<file path="src/rtl/lfpg_pkg.sv">
// ----------------------------------------------------------------------------
// lfpg_pkg
// Shared types and constants for the LED flash pattern generator.
// ----------------------------------------------------------------------------
package lfpg_pkg;

    localparam int TIME_WIDTH = 16;
    localparam int CFG_W      = 16;
    localparam int CNT_W      = 17;
    localparam int CMP_W      = (TIME_WIDTH > CFG_W) ? TIME_WIDTH : CFG_W;
    localparam int CFG_IDX_W  = 3;
    localparam int MODE_W     = 3;
    localparam int FLASH_W    = 2;

    typedef enum logic [MODE_W-1:0] {
        MODE_OFF         = 3'd0,
        MODE_STARTUP     = 3'd1,
        MODE_UNSUPPORTED = 3'd2,
        MODE_DETECT      = 3'd3,
        MODE_ERROR       = 3'd4
    } mode_t;

    typedef enum logic {
        OP_TICK     = 1'b0,
        OP_SET_MODE = 1'b1
    } op_t;

    localparam logic [CFG_IDX_W-1:0] CFG_UNSUPPORTED_BLINK = 3'd0;
    localparam logic [CFG_IDX_W-1:0] CFG_DETECT_ON         = 3'd1;
    localparam logic [CFG_IDX_W-1:0] CFG_DETECT_OFF        = 3'd2;
    localparam logic [CFG_IDX_W-1:0] CFG_ERROR_BLINK       = 3'd3;
    localparam logic [CFG_IDX_W-1:0] CFG_STARTUP_DELAY     = 3'd4;

    localparam logic [CFG_W-1:0] RST_UNSUPPORTED_BLINK = 16'd100;
    localparam logic [CFG_W-1:0] RST_DETECT_ON         = 16'd100;
    localparam logic [CFG_W-1:0] RST_DETECT_OFF        = 16'd1000;
    localparam logic [CFG_W-1:0] RST_ERROR_BLINK       = 16'd500;
    localparam logic [CFG_W-1:0] RST_STARTUP_DELAY     = 16'd500;

    typedef struct packed {
        logic [CFG_W-1:0] unsupported_blink_ms;
        logic [CFG_W-1:0] detect_on_ms;
        logic [CFG_W-1:0] detect_off_ms;
        logic [CFG_W-1:0] error_blink_ms;
        logic [CFG_W-1:0] startup_delay_ms;
    } cfg_t;

    typedef struct packed {
        op_t               op;
        logic [MODE_W-1:0] new_mode;
    } item_t;

    typedef struct packed {
        logic  led_on;
        mode_t mode_now;
    } result_t;

    typedef struct packed {
        mode_t                 mode;
        logic [CNT_W-1:0]      phase_counter;
        logic                  phase_is_on;
        logic [FLASH_W-1:0]    flashes_done;
        logic                  led_pin;
        logic [CFG_W-1:0]      on_time;
        logic [CFG_W-1:0]      off_time;
        logic [FLASH_W-1:0]    flash_count;
        logic [TIME_WIDTH-1:0] uptime;
    } core_state_t;

endpackage

</file>
<file path="src/rtl/lfpg_cfg_regs.sv">
// ----------------------------------------------------------------------------
// lfpg_cfg_regs
// Timing register file, written through a plain index/data port.
// ----------------------------------------------------------------------------
module lfpg_cfg_regs (
    input  logic                           aclk,
    input  logic                           aresetn,
    input  logic                           cfg_wr_en,
    input  logic [lfpg_pkg::CFG_IDX_W-1:0] cfg_index,
    input  logic [lfpg_pkg::CFG_W-1:0]     cfg_wdata,
    output lfpg_pkg::cfg_t                 cfg
);

    lfpg_pkg::cfg_t cfg_reg;
    lfpg_pkg::cfg_t cfg_next;

    always_comb begin
        cfg_next = cfg_reg;
        if (cfg_wr_en) begin
            unique case (cfg_index)
                lfpg_pkg::CFG_UNSUPPORTED_BLINK: cfg_next.unsupported_blink_ms = cfg_wdata;
                lfpg_pkg::CFG_DETECT_ON:         cfg_next.detect_on_ms         = cfg_wdata;
                lfpg_pkg::CFG_DETECT_OFF:        cfg_next.detect_off_ms        = cfg_wdata;
                lfpg_pkg::CFG_ERROR_BLINK:       cfg_next.error_blink_ms       = cfg_wdata;
                lfpg_pkg::CFG_STARTUP_DELAY:     cfg_next.startup_delay_ms     = cfg_wdata;
                default:                         cfg_next = cfg_reg;
            endcase
        end
    end

    always_ff @(posedge aclk) begin
        if (!aresetn) begin
            cfg_reg.unsupported_blink_ms <= lfpg_pkg::RST_UNSUPPORTED_BLINK;
            cfg_reg.detect_on_ms         <= lfpg_pkg::RST_DETECT_ON;
            cfg_reg.detect_off_ms        <= lfpg_pkg::RST_DETECT_OFF;
            cfg_reg.error_blink_ms       <= lfpg_pkg::RST_ERROR_BLINK;
            cfg_reg.startup_delay_ms     <= lfpg_pkg::RST_STARTUP_DELAY;
        end else begin
            cfg_reg <= cfg_next;
        end
    end

    assign cfg = cfg_reg;

endmodule

</file>
<file path="src/rtl/lfpg_core.sv">
// ----------------------------------------------------------------------------
// lfpg_core
// Mode and flash phase state with its single-step update per item.
// ----------------------------------------------------------------------------
module lfpg_core (
    input  logic              aclk,
    input  logic              aresetn,
    input  logic              step_en,
    input  lfpg_pkg::item_t   item,
    input  lfpg_pkg::cfg_t    cfg,
    output lfpg_pkg::result_t result
);

    lfpg_pkg::core_state_t state_reg;
    lfpg_pkg::core_state_t state_next;

    lfpg_pkg::mode_t                 mode_sel;
    logic [lfpg_pkg::TIME_WIDTH-1:0] uptime_inc;
    logic [lfpg_pkg::CNT_W-1:0]      cnt_inc;
    logic                            on_expired;
    logic                            off_expired;

    assign mode_sel = (item.new_mode > lfpg_pkg::MODE_ERROR) ? lfpg_pkg::MODE_ERROR
                                                             : lfpg_pkg::mode_t'(item.new_mode);
    assign uptime_inc = (state_reg.uptime == {lfpg_pkg::TIME_WIDTH{1'b1}}) ? state_reg.uptime
                        : state_reg.uptime + lfpg_pkg::TIME_WIDTH'(1);
    assign cnt_inc     = state_reg.phase_counter + lfpg_pkg::CNT_W'(1);
    assign on_expired  = state_reg.phase_counter >= lfpg_pkg::CNT_W'(state_reg.on_time);
    assign off_expired = state_reg.phase_counter >= lfpg_pkg::CNT_W'(state_reg.off_time);

    always_comb begin
        state_next = state_reg;
        if (step_en) begin
            if (item.op == lfpg_pkg::OP_SET_MODE) begin
                state_next.mode = mode_sel;
                unique case (mode_sel)
                    lfpg_pkg::MODE_OFF: begin
                        state_next.phase_counter = {lfpg_pkg::CNT_W{1'b1}};
                        state_next.flashes_done  = '0;
                        state_next.phase_is_on   = 1'b0;
                        state_next.led_pin       = 1'b0;
                    end
                    lfpg_pkg::MODE_UNSUPPORTED: begin
                        state_next.on_time     = cfg.unsupported_blink_ms;
                        state_next.off_time    = cfg.unsupported_blink_ms;
                        state_next.flash_count = lfpg_pkg::FLASH_W'(1);
                    end
                    lfpg_pkg::MODE_DETECT: begin
                        state_next.on_time     = cfg.detect_on_ms;
                        state_next.off_time    = cfg.detect_off_ms;
                        state_next.flash_count = lfpg_pkg::FLASH_W'(2);
                    end
                    default: begin
                        state_next.on_time     = cfg.error_blink_ms;
                        state_next.off_time    = cfg.error_blink_ms;
                        state_next.flash_count = lfpg_pkg::FLASH_W'(1);
                    end
                endcase
            end else begin
                state_next.uptime = uptime_inc;
                if (state_reg.mode == lfpg_pkg::MODE_STARTUP) begin
                    if (lfpg_pkg::CMP_W'(uptime_inc) >=
                        lfpg_pkg::CMP_W'(cfg.startup_delay_ms)) begin
                        state_next.mode          = lfpg_pkg::MODE_OFF;
                        state_next.phase_counter = {lfpg_pkg::CNT_W{1'b1}};
                        state_next.flashes_done  = '0;
                        state_next.phase_is_on   = 1'b0;
                        state_next.led_pin       = 1'b0;
                    end
                end else if (state_reg.mode != lfpg_pkg::MODE_OFF) begin
                    if (state_reg.phase_is_on) begin
                        if (on_expired) begin
                            if (state_reg.flashes_done != {lfpg_pkg::FLASH_W{1'b1}}) begin
                                state_next.flashes_done = state_reg.flashes_done
                                                          + lfpg_pkg::FLASH_W'(1);
                            end
                            state_next.phase_counter = '0;
                            state_next.phase_is_on   = 1'b0;
                            state_next.led_pin       = 1'b0;
                        end else begin
                            state_next.phase_counter = cnt_inc;
                        end
                    end else if (state_reg.flashes_done >= state_reg.flash_count) begin
                        if (off_expired) begin
                            state_next.flashes_done  = '0;
                            state_next.phase_counter = '0;
                            state_next.phase_is_on   = 1'b1;
                            state_next.led_pin       = 1'b1;
                        end else begin
                            state_next.phase_counter = cnt_inc;
                        end
                    end else begin
                        if (on_expired) begin
                            state_next.phase_counter = '0;
                            state_next.phase_is_on   = 1'b1;
                            state_next.led_pin       = 1'b1;
                        end else begin
                            state_next.phase_counter = cnt_inc;
                        end
                    end
                end
            end
        end
    end

    always_ff @(posedge aclk) begin
        if (!aresetn) begin
            state_reg.mode          <= lfpg_pkg::MODE_STARTUP;
            state_reg.phase_counter <= '0;
            state_reg.phase_is_on   <= 1'b0;
            state_reg.flashes_done  <= '0;
            state_reg.led_pin       <= 1'b1;
            state_reg.on_time       <= '0;
            state_reg.off_time      <= '0;
            state_reg.flash_count   <= '0;
            state_reg.uptime        <= '0;
        end else begin
            state_reg <= state_next;
        end
    end

    assign result.led_on   = state_next.led_pin;
    assign result.mode_now = state_next.mode;

endmodule

</file>
<file path="src/rtl/led_flash_pattern_generator_unit.sv">
// ----------------------------------------------------------------------------
// led_flash_pattern_generator_unit
// Fault LED flash pattern generator: tick and mode items in, LED level out.
//
//   channel  direction  payload
//   s_*      in         tuser[0] op, tdata[2:0] new_mode
//   m_*      out        tdata[0] led_on, tdata[3:1] mode_now
//   cfg_*    in         index 0..4 timing registers, 16-bit data
//
// one item per cycle sustained while m_tready does not stall the result; each item
// passes through the input register and then the result register around the state update
// synchronous active-low reset returns startup mode with the LED lit
// a stalled result holds while one more item waits in the input register
// ----------------------------------------------------------------------------
module led_flash_pattern_generator_unit (
    input  logic                           aclk,
    input  logic                           aresetn,
    input  logic                           s_tvalid,
    output logic                           s_tready,
    input  logic [7:0]                     s_tdata,  // new_mode[2:0], zero pad
    input  logic [0:0]                     s_tuser,  // op[0]
    output logic                           m_tvalid,
    input  logic                           m_tready,
    output logic [7:0]                     m_tdata,  // led_on[0], mode_now[3:1], zero pad
    input  logic                           cfg_wr_en,
    input  logic [lfpg_pkg::CFG_IDX_W-1:0] cfg_index,
    input  logic [lfpg_pkg::CFG_W-1:0]     cfg_wdata
);

    lfpg_pkg::cfg_t    cfg;
    lfpg_pkg::result_t core_result;

    logic              in_valid_reg;
    logic              in_valid_next;
    lfpg_pkg::item_t   in_item_reg;
    logic              out_valid_reg;
    logic              out_valid_next;
    lfpg_pkg::result_t out_result_reg;
    logic              s_xfer;
    logic              advance;

    lfpg_cfg_regs u_cfg_regs (
        .aclk      (aclk),
        .aresetn   (aresetn),
        .cfg_wr_en (cfg_wr_en),
        .cfg_index (cfg_index),
        .cfg_wdata (cfg_wdata),
        .cfg       (cfg)
    );

    lfpg_core u_core (
        .aclk    (aclk),
        .aresetn (aresetn),
        .step_en (advance),
        .item    (in_item_reg),
        .cfg     (cfg),
        .result  (core_result)
    );

    assign advance  = in_valid_reg && (!out_valid_reg || m_tready);
    assign s_tready = !in_valid_reg || advance;
    assign s_xfer   = s_tvalid && s_tready;

    always_comb begin
        in_valid_next = in_valid_reg;
        if (s_xfer) begin
            in_valid_next = 1'b1;
        end else if (advance) begin
            in_valid_next = 1'b0;
        end
    end

    always_comb begin
        out_valid_next = out_valid_reg;
        if (advance) begin
            out_valid_next = 1'b1;
        end else if (m_tready) begin
            out_valid_next = 1'b0;
        end
    end

    always_ff @(posedge aclk) begin
        if (!aresetn) begin
            in_valid_reg  <= 1'b0;
            out_valid_reg <= 1'b0;
        end else begin
            in_valid_reg  <= in_valid_next;
            out_valid_reg <= out_valid_next;
        end
    end

    always_ff @(posedge aclk) begin
        if (s_xfer) begin
            in_item_reg.op       <= lfpg_pkg::op_t'(s_tuser[0]);
            in_item_reg.new_mode <= s_tdata[lfpg_pkg::MODE_W-1:0];
        end
        if (advance) begin
            out_result_reg <= core_result;
        end
    end

    assign m_tvalid = out_valid_reg;
    assign m_tdata  = {4'b0000, out_result_reg.mode_now, out_result_reg.led_on};

    // off mode never shows a lit LED
    assert property (@(posedge aclk) disable iff (!aresetn)
        (m_tvalid && (m_tdata[3:1] == lfpg_pkg::MODE_OFF)) |-> !m_tdata[0])
        else $error("lit LED reported in off mode");

    // an item leaving the input register becomes a visible result
    assert property (@(posedge aclk) disable iff (!aresetn)
        advance |=> m_tvalid)
        else $error("result lost after state update");

    // an empty input register always takes a transfer
    assert property (@(posedge aclk) disable iff (!aresetn)
        !in_valid_reg |-> s_tready)
        else $error("input stalled with empty input register");

endmodule

</file>
<file path="config.mk">
export PLATFORM = sky130hd
export DESIGN_NAME = led_flash_pattern_generator_unit
export DESIGN_NICKNAME = d
export VERILOG_FILES = /design/src/rtl/lfpg_pkg.sv /design/src/rtl/lfpg_cfg_regs.sv /design/src/rtl/lfpg_core.sv /design/src/rtl/led_flash_pattern_generator_unit.sv
export SDC_FILE = /design/constraint.sdc
export NUM_CORES = 1
export LEC_CHECK = 0
export ABC_AREA = 1
export BUFFER_PORTS_ARGS = -buffer_cell sky130_fd_sc_hd__buf_2
export CORE_UTILIZATION = 58
export DETAILED_ROUTE_END_ITERATION = 8
export HOLD_SLACK_MARGIN = 0.15
export PLACE_DENSITY = 0.77
export SYNTH_ARGS = -nofsm -noshare
export SYNTH_HDL_FRONTEND = slang
export SYNTH_SLANG_ARGS = --single-unit
</file>
<file path="constraint.sdc">
create_clock -name aclk -period 4.7 [get_ports aclk]
set_input_delay 0.94 -clock aclk [delete_from_list [all_inputs] [get_ports aclk]]
set_output_delay 0.94 -clock aclk [all_outputs]
set_load 0.02 [all_outputs]
</file>
==> summary.md, run 1 <==
| Metric | Value |
|---|---|
| RSZ-0062 raised after global routing | `no` |
| Number of nets still failing antenna checks after routing | `0` |
| Post-Route Skew | `between 0.01 and 0.015 ns` |
| Std cell rows | `44` |
| Root buffer cell | `clkbuf_16` |
| Fillcell total | `1253` |
| Seq cells post-synth | `between 150 and 200` |
| Final Max Tran Viols | `0` |
| Synth async-reset ratio | `0%` |
| Min-Delay Path Class | `reg -> reg` |
| First-pass GRT wire length | `34.07 mm` |
| DRT Pass-1 Iters | `5` |
| Reg area | `0.003363 sq mm` |
| Fmax achieved | `274.2 MHz` |
| Clock network power share | `39.3%` |
| Power share of the sequential group | `45.2%` |
| Vias | `7681` |
| Period utilization | `between 70% and 80%` |
| Combinational share of power | `15.4%` |
| Power Density | `approximately 360 mW/mm^2` |
| Initial antenna violation count | `0` |
| Worst Path Max Fanout | `13` |
| Initial drt markers | `551` |
| # Max-Cap Violations | `0` |
| Fin nets | `roughly 1.3k` |
| Maximum vdd drop | `0.2590 mV` |
| Final Setup Violations | `0` |
| Post-synth EDFFs | `8` |
| IO buf count | `33` |
| Remaining DRCs | `0` |
| CTS sink count | `164` |
| Sw Share | `28.84%` |
| Setup CP Type | `reg -> reg` |
| CTS Buf Count | `17` |
| GP Congestion | `0.8709` |
| CTS tree | `yes` |
| Util after Layout | `64.79%` |
| CORE AREA | `0.01459 sq mm` |
| Hold WS | `0.4532 ns` |
| Detailed-route wire length | `20.32 mm` |
| P_int | `about 0.0024 W` |
| Final hold vios | `0` |
| Starting Density | `59.54%` |
| IO Count | `between 40 and 50` |
| Diodes inserted | `0` |
| Die Y | `124.4 um` |
| Vias in the first global route | `7089` |
| Remaining global-route overflow | `0` |
| Worst-Skew Late Latency | `0.43 ns` |
| Switch Pwr | `around 0.00097 W` |
| Crit-path cells | `ha_1, nand2_1, nor3_4, nand3_2, nor2_4, nand2_2, nand3_1, nor2_1, a21oi_1, ha_1, a21oi_1, o21a_1, nand2_1, nand2_1, nand3_1, nand2_1, nand2_1, inv_1, nand2_1, a21oi_1, nor2_1` |
| Setup bufs post-CTS | `0` |
| H-tree depth reported by CTS | `4` |
| Crit end category | `register` |
| Layout cell share with drive strength beyond 1 | `9.595%` |
| DP HPWL | `about 15 mm` |
| Syn Std Cell Area | `0.008686 sq mm` |
| Synth top area cells | `dfxtp_1 (36%), nand2_1 (9.1%), ha_1 (7.6%), inv_1 (7.2%), nor2_1 (6.6%)` |
| CP arrival | `3.97 ns` |
| CP required | `approximately 5.0 ns` |
| CP Launch Type | `register` |
| Seq/Total Area, Yosys | `between 30% and 40%` |
| Mean Syn Cell Area | `7.330 sq um` |
| Post-cts gate resize count | `0` |
| Final setup TNS | `0 ns` |
| CP max stage delay | `~0.39 ns` |
| Area growth syn-to-layout | `8.816%` |
| Wire length per cell | `14.59 um` |
| Die area | `roughly 0.015 sq mm` |
| Top cell type's share of synthesized area | `35.96%` |
| Leak pwr | `4.328 nW` |
| Cell repeated most along the worst path | `nand2_1` |
| Synth Flop Type | `dfxtp_1` |
| Clock transition at path regs | `roughly 0.060 ns` |
| Largest register FFs | `80` |
| Yosys top cell by area | `dfxtp_1` |
| Netlist cell types | `46` |
| Synth Warn # | `0` |
| Max clock buf depth | `2` |
| Final min period | `3.646 ns` |
| Die Wd | `~120 um` |
| Tightest Pin Transition | `roughly 1.1 ns` |
| Outcome | `finished clean` |
| Largest net degree at the start of global routing | `70` |
| Critical-path top delay cell | `dfxtp_1` |
| Slew HR | `between 20 and 30%` |
| Multi-input gate area | `approximately 0.0044 sq mm` |
| CTS Hold Buffers Added | `0` |
| Cell count after synthesis | `1185` |
| Vias per cell | `between 5 and 6` |
| GR Util All Layers | `between 20% and 30%` |
[area by class of cell]
type / instances / share of cell area (%)
Multi-Input combinational cell: 795 / 46.65
Sequential cell: 164 / 35.58
Inverter: 179 / 7.109
Clock buffer: 23 / 5.282
Tap cell: 184 / 2.436
Timing Repair Buffer: 39 / 2.224
Clock inverter: 9 / 0.7149
[cells by family after synthesis]
family | count (synthesis) | share of synthesized area [%]
other | 1 | 0.04317
XOR/XNOR | 20 | 2.103
AO/OA/AOI/OAI | 227 | 16.13
AND/OR/NAND/NOR | 491 | 24.72
buffers and inverters | 229 | 10.65
flip-flops | 164 | 38.72
adder cells (fa/ha/maj) | 53 | 7.635
[synthesized netlist by cell type (2+ instances only)]
library cell and count:
clkinv_1 2, a211oi_2 2, a211oi_1 10, nor2_4 8, o21a_1 8, ha_1 53
buf_4 7, nor2_1 153, inv_2 11, nor2_2 3, a21oi_1 68, nand2_2 5
a22o_1 6, edfxtp_1 8, xor2_1 18, a221oi_1 26, dfxtp_1 156, nor3_1 12
a221oi_2 5, nand4_1 13, o211ai_1 7, inv_1 166, nand3b_1 2, buf_2 7
nand2_1 210, o21ai_1 3, o21ai_0 85, nor3_2 2, clkbuf_1 32, buf_6 4
nand3_1 74, o21bai_1 2, nand3_2 4
[critical path: cells and delay by family, from the launching register on]
| kind | cells | cell delay, ns |
|---|---|---|
| compound gates | 4 | 0.62 |
| fa+ha+maj | 2 | 0.50 |
| buf+inv | 1 | 0.33 |
| flops | 1 | 0.39 |
| simple gates | 14 | 1.70 |
[per-layer routing]
layer	up-vias	wire [um]	GRT usage [%]
met2	199	9275	43.81
met4	0	527	11.55
li1	3890	-	-
met1	3545	9328	35.95
met3	47	1188	4.854
met5	-	0	0
[power groups by stage]
| stage | clock [W] | combinational, W | sequential [W] |
|---|---|---|---|
| floorplan | 0 | 0.000399 | 0.00153 |
| global placement | 0 | 0.000498 | 0.00155 |
| detailed placement | 0 | 0.000510 | 0.00155 |
| CTS | 0.00134 | 0.000514 | 0.00152 |
| global route | 0.00139 | 0.000591 | 0.00153 |
| finish | 0.00132 | 0.000519 | 0.00152 |
[cell usage in the layout (no fill, tap or decap), types with 10 or more instances in the layout]
master     Yosys  routed
buf_2          7      33
o21ai_0       85      85
a21oi_1       68      68
xor2_1        18      18
clkbuf_16      0      18
nand2_1      210     210
ha_1          53      53
a211oi_1      10      10
inv_1        166     165
nor3_1        12      12
nand4_1       13      13
nand3_1       74      74
nor2_1       153     153
dfxtp_1      156     156
a221oi_1      26      26
inv_2         11      12
[path summary, 6_finish.rpt]
| check | startpoint | cells after the start | to | slack [ns] |
|---|---|---|---|---|
| hold / removal | u_cfg_regs.cfg[31] | 2 | u_cfg_regs.cfg[31] | 0.45 |
| hold reg to reg | u_cfg_regs.cfg[31] | 2 | u_cfg_regs.cfg[31] | 0.45 |
| setup / recovery | u_core.state_reg[0] | 21 | u_core.state_reg[65] | 1.05 |
| setup reg to reg | u_core.state_reg[0] | 21 | u_core.state_reg[65] | 1.05 |
[stage by stage]
step / total power [W] / instance area [sq um] / instances / worst slack [ns]
after floorplan: 0.001934 / 8697 / 1188 / 1.836
after global placement: 0.002043 / 8885 / 1361 / 1.105
after detailed placement: 0.002057 / 8885 / 1361 / 1.087
after CTS: 0.003366 / 9452 / 1393 / 1.046
after global routing: 0.003508 / 9452 / 1393 / 0.6025
final: 0.003359 / 9452 / 1393 / 1.054
No activity file was read; power rests on OpenSTA's default activity.
==> run 2, diff against run 1 <==
==> constraint.sdc (replaced) <==
create_clock -name aclk -period 3.4 [get_ports aclk]
set_input_delay 0.68 -clock aclk [delete_from_list [all_inputs] [get_ports aclk]]
set_output_delay 0.68 -clock aclk [all_outputs]
set_load 0.02 [all_outputs]
==> run 2 against run 1 <==
Clock power grew 41%. Critical endpoint is now u_core.state_reg[58]. Largest cell class unchanged. Wire length grew 4.1%. Final area grew 1.9%. First-iteration DRC count shrank 7.6%. Via count grew 2.3%. Non-clock buffer count grew 14. Sequential cell count is the same. Global-route usage grew 0.77 points. Sequential share of layout area shrank 0.63 points.
==> summary.md, run 2 (synthesized netlist as in run 1, its figures left out) <==
| Metric | Value |
|---|---|
| Min-Delay Path Class | `in -> reg` |
| Tightest Pin Transition | `1.144 ns (+0.05370 ns)` |
| Initial antenna violation count | `0 (unchanged)` |
| Levels on crit path | `23 (+9.5%)` |
| H-tree depth reported by CTS | `4 (unchanged)` |
| Final hold vios | `0 (unchanged)` |
| CTS sink count | `164 (unchanged)` |
| Clock transition at path regs | `0.07 ns (about the same)` |
| Leak pwr | `4.407 nW (+1.8%)` |
| Die area | `0.01547 sq mm (unchanged)` |
| Clock network power share | `39.6% (+0.3 points)` |
| CP arrival | `3.53 ns (-0.44 ns)` |
| Final Max Tran Viols | `0 (unchanged)` |
| Fin area | `0.009629 sq mm (+1.9%)` |
| Wire length per cell | `15.03 um (+3.0%)` |
| Final Setup Violations | `0 (unchanged)` |
| Slew HR | `23.62% (-3.6 points)` |
| Crit-path cells | `ha_4, nand2_2, nor3_4, nand3_4, nor2_4, nand2_2, buf_4, nand2_2, xor2_2, ha_1, nand2_1, nand2_1, nand2_1, a21oi_1, nor2_1, nand3_1, nand2_1, nand2_1, inv_2, buf_4, nand3_1, nand2_1, inv_1` |
| Starting Density | `59.54% (unchanged)` |
| Die Y | `124.4 um (unchanged)` |
| Layout cell share with drive strength beyond 1 | `11.86% (+2.3 points)` |
| CTS Buf Count | `17 (unchanged)` |
| Period utilization | `94.32% (+17 points)` |
| Root buffer cell | `clkbuf_16` |
| Most frequent cells in the layout | `nand2_1 (207), inv_1 (164), dfxtp_1 (154)` |
| Util after Layout | `66.00% (+1.2 points)` |
| Cell repeated most along the worst path | `nand2_1` |
| Fmax achieved | `311.8 MHz (+14%)` |
| Crit end category | `register` |
| IO buf count | `33 (unchanged)` |
| Vias | `7861 (+2.3%)` |
| Diodes inserted | `0 (unchanged)` |
| Post-Route Skew | `0.007786 ns (-0.002544 ns)` |
| Outcome | `finished clean` |
| CP required | `3.73 ns (-1.29 ns)` |
| Detailed-route wire length | `21.15 mm (+4.1%)` |
| CP Launch Type | `register` |
| Commonest non-fill, non-tap cell in the layout | `nand2_1` |
| Largest register FFs | `80 (unchanged)` |
| Sw Share | `29.48% (+0.64 points)` |
| Worst Path Max Fanout | `7 (-6)` |
| Largest net degree at the start of global routing | `59 (-16%)` |
| Maximum vdd drop | `0.4343 mV (+68%)` |
| Worst-Skew Late Latency | `0.43 ns (about the same)` |
| CORE AREA | `0.01459 sq mm (unchanged)` |
| Hold depth | `1 (-1)` |
| Power consumption | `0.004703 W (+40%)` |
| IO Count | `43 (unchanged)` |
| Setup CP Type | `reg -> reg` |
| Worst Reg-to-Reg Cells | `23 (+9.5%)` |
| Pre-CTS setup slack | `0.1324 ns (-0.9548 ns)` |
| CP Launch Point | `u_core.state_reg[1]` |
| CTS tree | `yes` |
| Power share of the sequential group | `44.7% (-0.5 points)` |
| DP HPWL | `14.81 mm (+1.8%)` |
| GR Util All Layers | `28.02% (+0.77 points)` |
| Worst path top cell family by delay | `simple AND/OR/NAND/NOR gates` |
| Switch Pwr | `0.001387 W (+43%)` |
| Die Wd | `124.4 um (unchanged)` |
| GP Congestion | `0.8541 (-1.9%)` |
| Final WS setup | `0.1930 ns (-0.8605 ns)` |
| Combinational share of power | `15.7% (+0.3 points)` |
| Area growth syn-to-layout | `10.86%` |
| Max clock buf depth | `2 (unchanged)` |
| Vias in the first global route | `7242 (+2.2%)` |
| # Max-Cap Violations | `0 (unchanged)` |
| Initial drt markers | `509 (-7.6%)` |
| Remaining global-route overflow | `0 (unchanged)` |
| Placed Area | `0.008960 sq mm (+0.84%)` |
| Buf/Inv on CP | `4 (+3)` |
| Final min period | `3.207 ns (-0.4395 ns)` |
| CP max stage delay | `0.36 ns (-0.03 ns)` |
| Vias per cell | `5.587 (+1.3%)` |
| P_int | `0.003317 W (+39%)` |
| Number of nets still failing antenna checks after routing | `0 (unchanged)` |
| First-pass GRT wire length | `34.91 mm (+2.5%)` |
| Fin nets | `1296 (+1.1%)` |
| CTS Hold Buffers Added | `0 (unchanged)` |
| Critical R2R Launch | `u_core.state_reg[1]` |
| Power Density | `488.4 mW/mm^2 (+37%)` |
| DRT Pass-1 Iters | `6 (+1)` |
| HP Start | `s_tdata[2]` |
| Std cell rows | `44 (unchanged)` |
| Critical-path top delay cell | `dfxtp_2` |
| Remaining DRCs | `0 (unchanged)` |
-- run 2: repair_timing --
action	4_1_cts	5_1_grt
endpoints found under the hold margin	0	0
buffers inserted	0	4
endpoints found under the setup margin	0	22
gates resized for setup	0	18
-- run 2: final timing paths --
path / end / slack [ns]
setup / recovery: u_core.state_reg[58] / 0.19
setup reg to reg: u_core.state_reg[58] / 0.19
hold / removal: in_item_reg[2] / 0.42
hold reg to reg: u_cfg_regs.cfg[29] / 0.45
-- run 2: layout make-up --
cell class	instances	area (sq um)
Inverter	179	674.4
Clock buffer	19	442.9
Multi-Input combinational cell	795	4474
Sequential cell	164	3366
Clock inverter	13	122.6
Fill cell	1242	4960
Tap cell	184	230.2
Timing Repair Buffer	53	319.1
-- run 2: through the flow --
step / hold slack [ns] / std cells / setup TNS (ns)
2_1_floorplan: 0.4292 / 1188 / 0
3_3_place_gp: 0.4380 / 1371 / 0
3_5_place_dp: 0.4426 / 1371 / 0
4_1_cts: 0.4158 / 1403 / 0
5_1_grt: 0.4103 / 1407 / -0.004677
6_report: 0.4219 / 1407 / 0
-- run 2: power groups by stage --
stage / Clock [W] / Combinational, W / Sequential [W]
after floorplan: 0 / 0.000552 / 0.00212
after global placement: 0 / 0.000700 / 0.00214
after detailed placement: 0 / 0.000721 / 0.00214
after CTS: 0.00187 / 0.000728 / 0.00210
after global routing: 0.00195 / 0.000844 / 0.00211
final: 0.00186 / 0.000740 / 0.00210
-- run 2: layer usage --
layer / GRT usage, % / vias to the layer above / routed length (um)
li1: - / 3926 / -
met5: 0 / - / 0
met3: 4.596 / 31 / 1304
met1: 36.56 / 3650 / 9401
met2: 46.51 / 254 / 10010
met4: 10.35 / 0 / 425
==> run 3, diff against run 2 <==
==> constraint.sdc (replaced) <==
create_clock -name aclk -period 3.25 [get_ports aclk]
set_input_delay 0.65 -clock aclk [delete_from_list [all_inputs] [get_ports aclk]]
set_output_delay 0.65 -clock aclk [all_outputs]
set_load 0.02 [all_outputs]
==> run 3 against run 2 <==
The run now ends with negative setup slack left. Clock power is 8% higher. Highest routed layer unchanged. Clock-buffer cell count stayed put. Via count is 0.73% higher. Largest power group unchanged. Non-clock buffer count is 7 higher. Maximum frequency is 3.8% lower. Cell count is 0.50% higher.
==> summary.md, run 3 (synthesized netlist as in run 1, its figures left out) <==
| Metric | Value |
|---|---|
| Outcome | `finished, violations left` |
| Violated checks | `negative setup slack` |
| Final hold vios | `0 (unchanged)` |
| Fin nets | `1303 (+0.54%)` |
| Hold WS | `0.3906 ns (-0.03124 ns)` |
| Root buffer cell | `clkbuf_16` |
| CTS Buf Count | `17 (unchanged)` |
| Detailed-route wire length | `22.20 mm (+5.0%)` |
| Crit-path cells | `ha_4, nand2_4, nor3_4, nand3_2, nor2_4, nand2_4, buf_6, nand2_4, xor2_2, ha_1, nand2_1, nand2_1, nand2_1, a21oi_1, nor2_1, nand4_1, nand2_2, nor2_4, inv_2, buf_6, a21oi_2, nand2_1, inv_1` |
| Final min period | `3.333 ns (+0.1261 ns)` |
| DRT Pass-1 Iters | `5 (-1)` |
| Buf/Inv on CP | `4 (unchanged)` |
| Final Setup Violations | `15 (+15)` |
| GR Util All Layers | `28.26% (+0.24 points)` |
| Worst path top cell family by delay | `simple AND/OR/NAND/NOR gates` |
| Std cell rows | `44 (unchanged)` |
| Final Max Tran Viols | `0 (unchanged)` |
| DP HPWL | `14.68 mm (-0.84%)` |
| Cell repeated most along the worst path | `nand2_1` |
| CTS sink count | `164 (unchanged)` |
| Diodes inserted | `0 (unchanged)` |
| Placed Area | `0.008995 sq mm (+0.39%)` |
| Vias in the first global route | `7316 (+1.0%)` |
| Slew HR | `29.37% (+5.7 points)` |
| Remaining global-route overflow | `0 (unchanged)` |
| Die Wd | `124.4 um (unchanged)` |
| CORE AREA | `0.01459 sq mm (unchanged)` |
| Layout cell share with drive strength beyond 1 | `14.07% (+2.2 points)` |
| Vias per cell | `5.600 (+0.23%)` |
| IO Count | `43 (unchanged)` |
| Worst-Skew Late Latency | `0.43 ns (about the same)` |
| WL met1 | `9.574 mm (+1.8%)` |
| Maximum vdd drop | `0.3950 mV (-9.1%)` |
| Tightest Pin Transition | `1.059 ns (-0.08458 ns)` |
| RSZ-0062 raised after global routing | `yes` |
| CP required | `3.58 ns (-0.15 ns)` |
| Max clock buf depth | `2 (unchanged)` |
| # Max-Cap Violations | `0 (unchanged)` |
| Remaining DRCs | `0 (unchanged)` |
| Area growth syn-to-layout | `13.53%` |
| Period utilization | `102.6% (+8.2 points)` |
| HP Start | `s_tdata[0]` |
| Levels on crit path | `23 (unchanged)` |
| Power consumption | `0.005011 W (+6.5%)` |
| Final WS setup | `-0.08312 ns (-0.2761 ns)` |
| Commonest non-fill, non-tap cell in the layout | `nand2_1` |
| Vias | `7918 (+0.73%)` |
| Worst Reg-to-Reg Cells | `23 (unchanged)` |
| Hold endpoint | `in_item_reg[0]` |
| Starting Density | `59.54% (unchanged)` |
| Wire length per cell | `15.70 um (+4.5%)` |
| R2r setup slk | `-0.08 ns (-0.28 ns)` |
| Die area | `0.01547 sq mm (unchanged)` |
| GP Congestion | `0.9038 (+5.8%)` |
| Crit end category | `register` |
| Largest net degree at the start of global routing | `55 (-6.8%)` |
| Leak pwr | `4.516 nW (+2.5%)` |
| Cells after DPL | `1374 (+0.22%)` |
| CP Launch Type | `register` |
| Most frequent cells in the layout | `nand2_1 (205), inv_1 (165), dfxtp_1 (152)` |
| Fillcell total | `1205 (-3.0%)` |
| Die Y | `124.4 um (unchanged)` |
| Initial antenna violation count | `0 (unchanged)` |
| CP arrival | `3.66 ns (+0.13 ns)` |
| CTS tree | `yes` |
| CP max stage delay | `0.37 ns (about the same)` |
| Post-Route Skew | `0.01009 ns (+0.002301 ns)` |
| Critical R2R Launch | `u_core.state_reg[1]` |
| Power Density | `508.1 mW/mm^2 (+4.0%)` |
| IO buf count | `33 (unchanged)` |
| R2R Path End | `u_core.state_reg[66]` |
| Initial drt markers | `689 (+35%)` |
| Top sig layer | `met4` |
| Number of nets still failing antenna checks after routing | `0 (unchanged)` |
| Critical-path top delay cell | `dfxtp_4` |
| Min-Delay Path Class | `in -> reg` |
| Final std cells w/o fill | `1414 (+0.50%)` |
| Wire length on met2 | `10.53 mm (+5.2%)` |
| Largest register FFs | `80 (unchanged)` |
| Fin area | `0.009861 sq mm (+2.4%)` |
| Hold depth | `1 (unchanged)` |
| Fmax achieved | `300.0 MHz (-3.8%)` |
| Worst Path Max Fanout | `5 (-2)` |
| Setup CP Type | `reg -> reg` |
| Routed met3 length | `1.454 mm (+12%)` |
| First-pass GRT wire length | `35.22 mm (+0.89%)` |
| H-tree depth reported by CTS | `4 (unchanged)` |
| Clock transition at path regs | `0.07 ns (about the same)` |
[run 3: cell count changes in the layout (fill, tap and decap cells not counted), sizes merged]
cell    change
buf         +6
clkbuf      +1
[run 3: cell type report]
cell class / count / area (sq um) / share of cell area (%)
tap: 184 / 230.2 / 2.335
sequential: 164 / 3371 / 34.18
multi-input combinational: 795 / 4579 / 46.44
timing repair buffer: 60 / 412.9 / 4.187
clock buffer: 19 / 452.9 / 4.593
clock inverter: 13 / 142.6 / 1.447
inverter: 179 / 671.9 / 6.814
[run 3: power breakdown]
part / internal (W) / switching (W)
Clock: 0.00112 / 0.000882
Sequential: 0.00212 / 0.0000730
Combinational: 0.000273 / 0.000538
[run 3: routing by layer]
layer  up-vias  track usage (%)
met2       267            45.56
met4         0            11.76
met1      3672            37.22
li1       3932                -
met3        47            5.069
met5         -                0
[run 3: per-stage QoR]
stage	TNS (ns)	util, %	setup WS, ns
after detailed placement	0	61.66	0.08562
after global placement	0	61.66	0.1405
after floorplan	0	-	0.3861
final	-0.7210	67.59	-0.08312
after CTS	0	65.74	0.01214
after global routing	-3.806	67.59	-0.2594
[run 3: worst max-delay path by stage]
stage	start	endpoint
detailed placement	u_core.state_reg[1]	u_core.state_reg[66]
global placement	u_core.state_reg[1]	u_core.state_reg[68]
CTS	u_core.state_reg[1]	u_core.state_reg[66]
finish	u_core.state_reg[1]	u_core.state_reg[66]
global route	u_core.state_reg[1]	u_core.state_reg[58]
floorplan	u_core.state_reg[0]	u_core.state_reg[55]
[run 3: repair_timing]
action | CTS | global route
hold buffers | 0 | 0
setup buffers | 0 | 6
hold endpoints to repair | 0 | 0
resized for setup | 0 | 50
setup endpoints to repair | 0 | 23
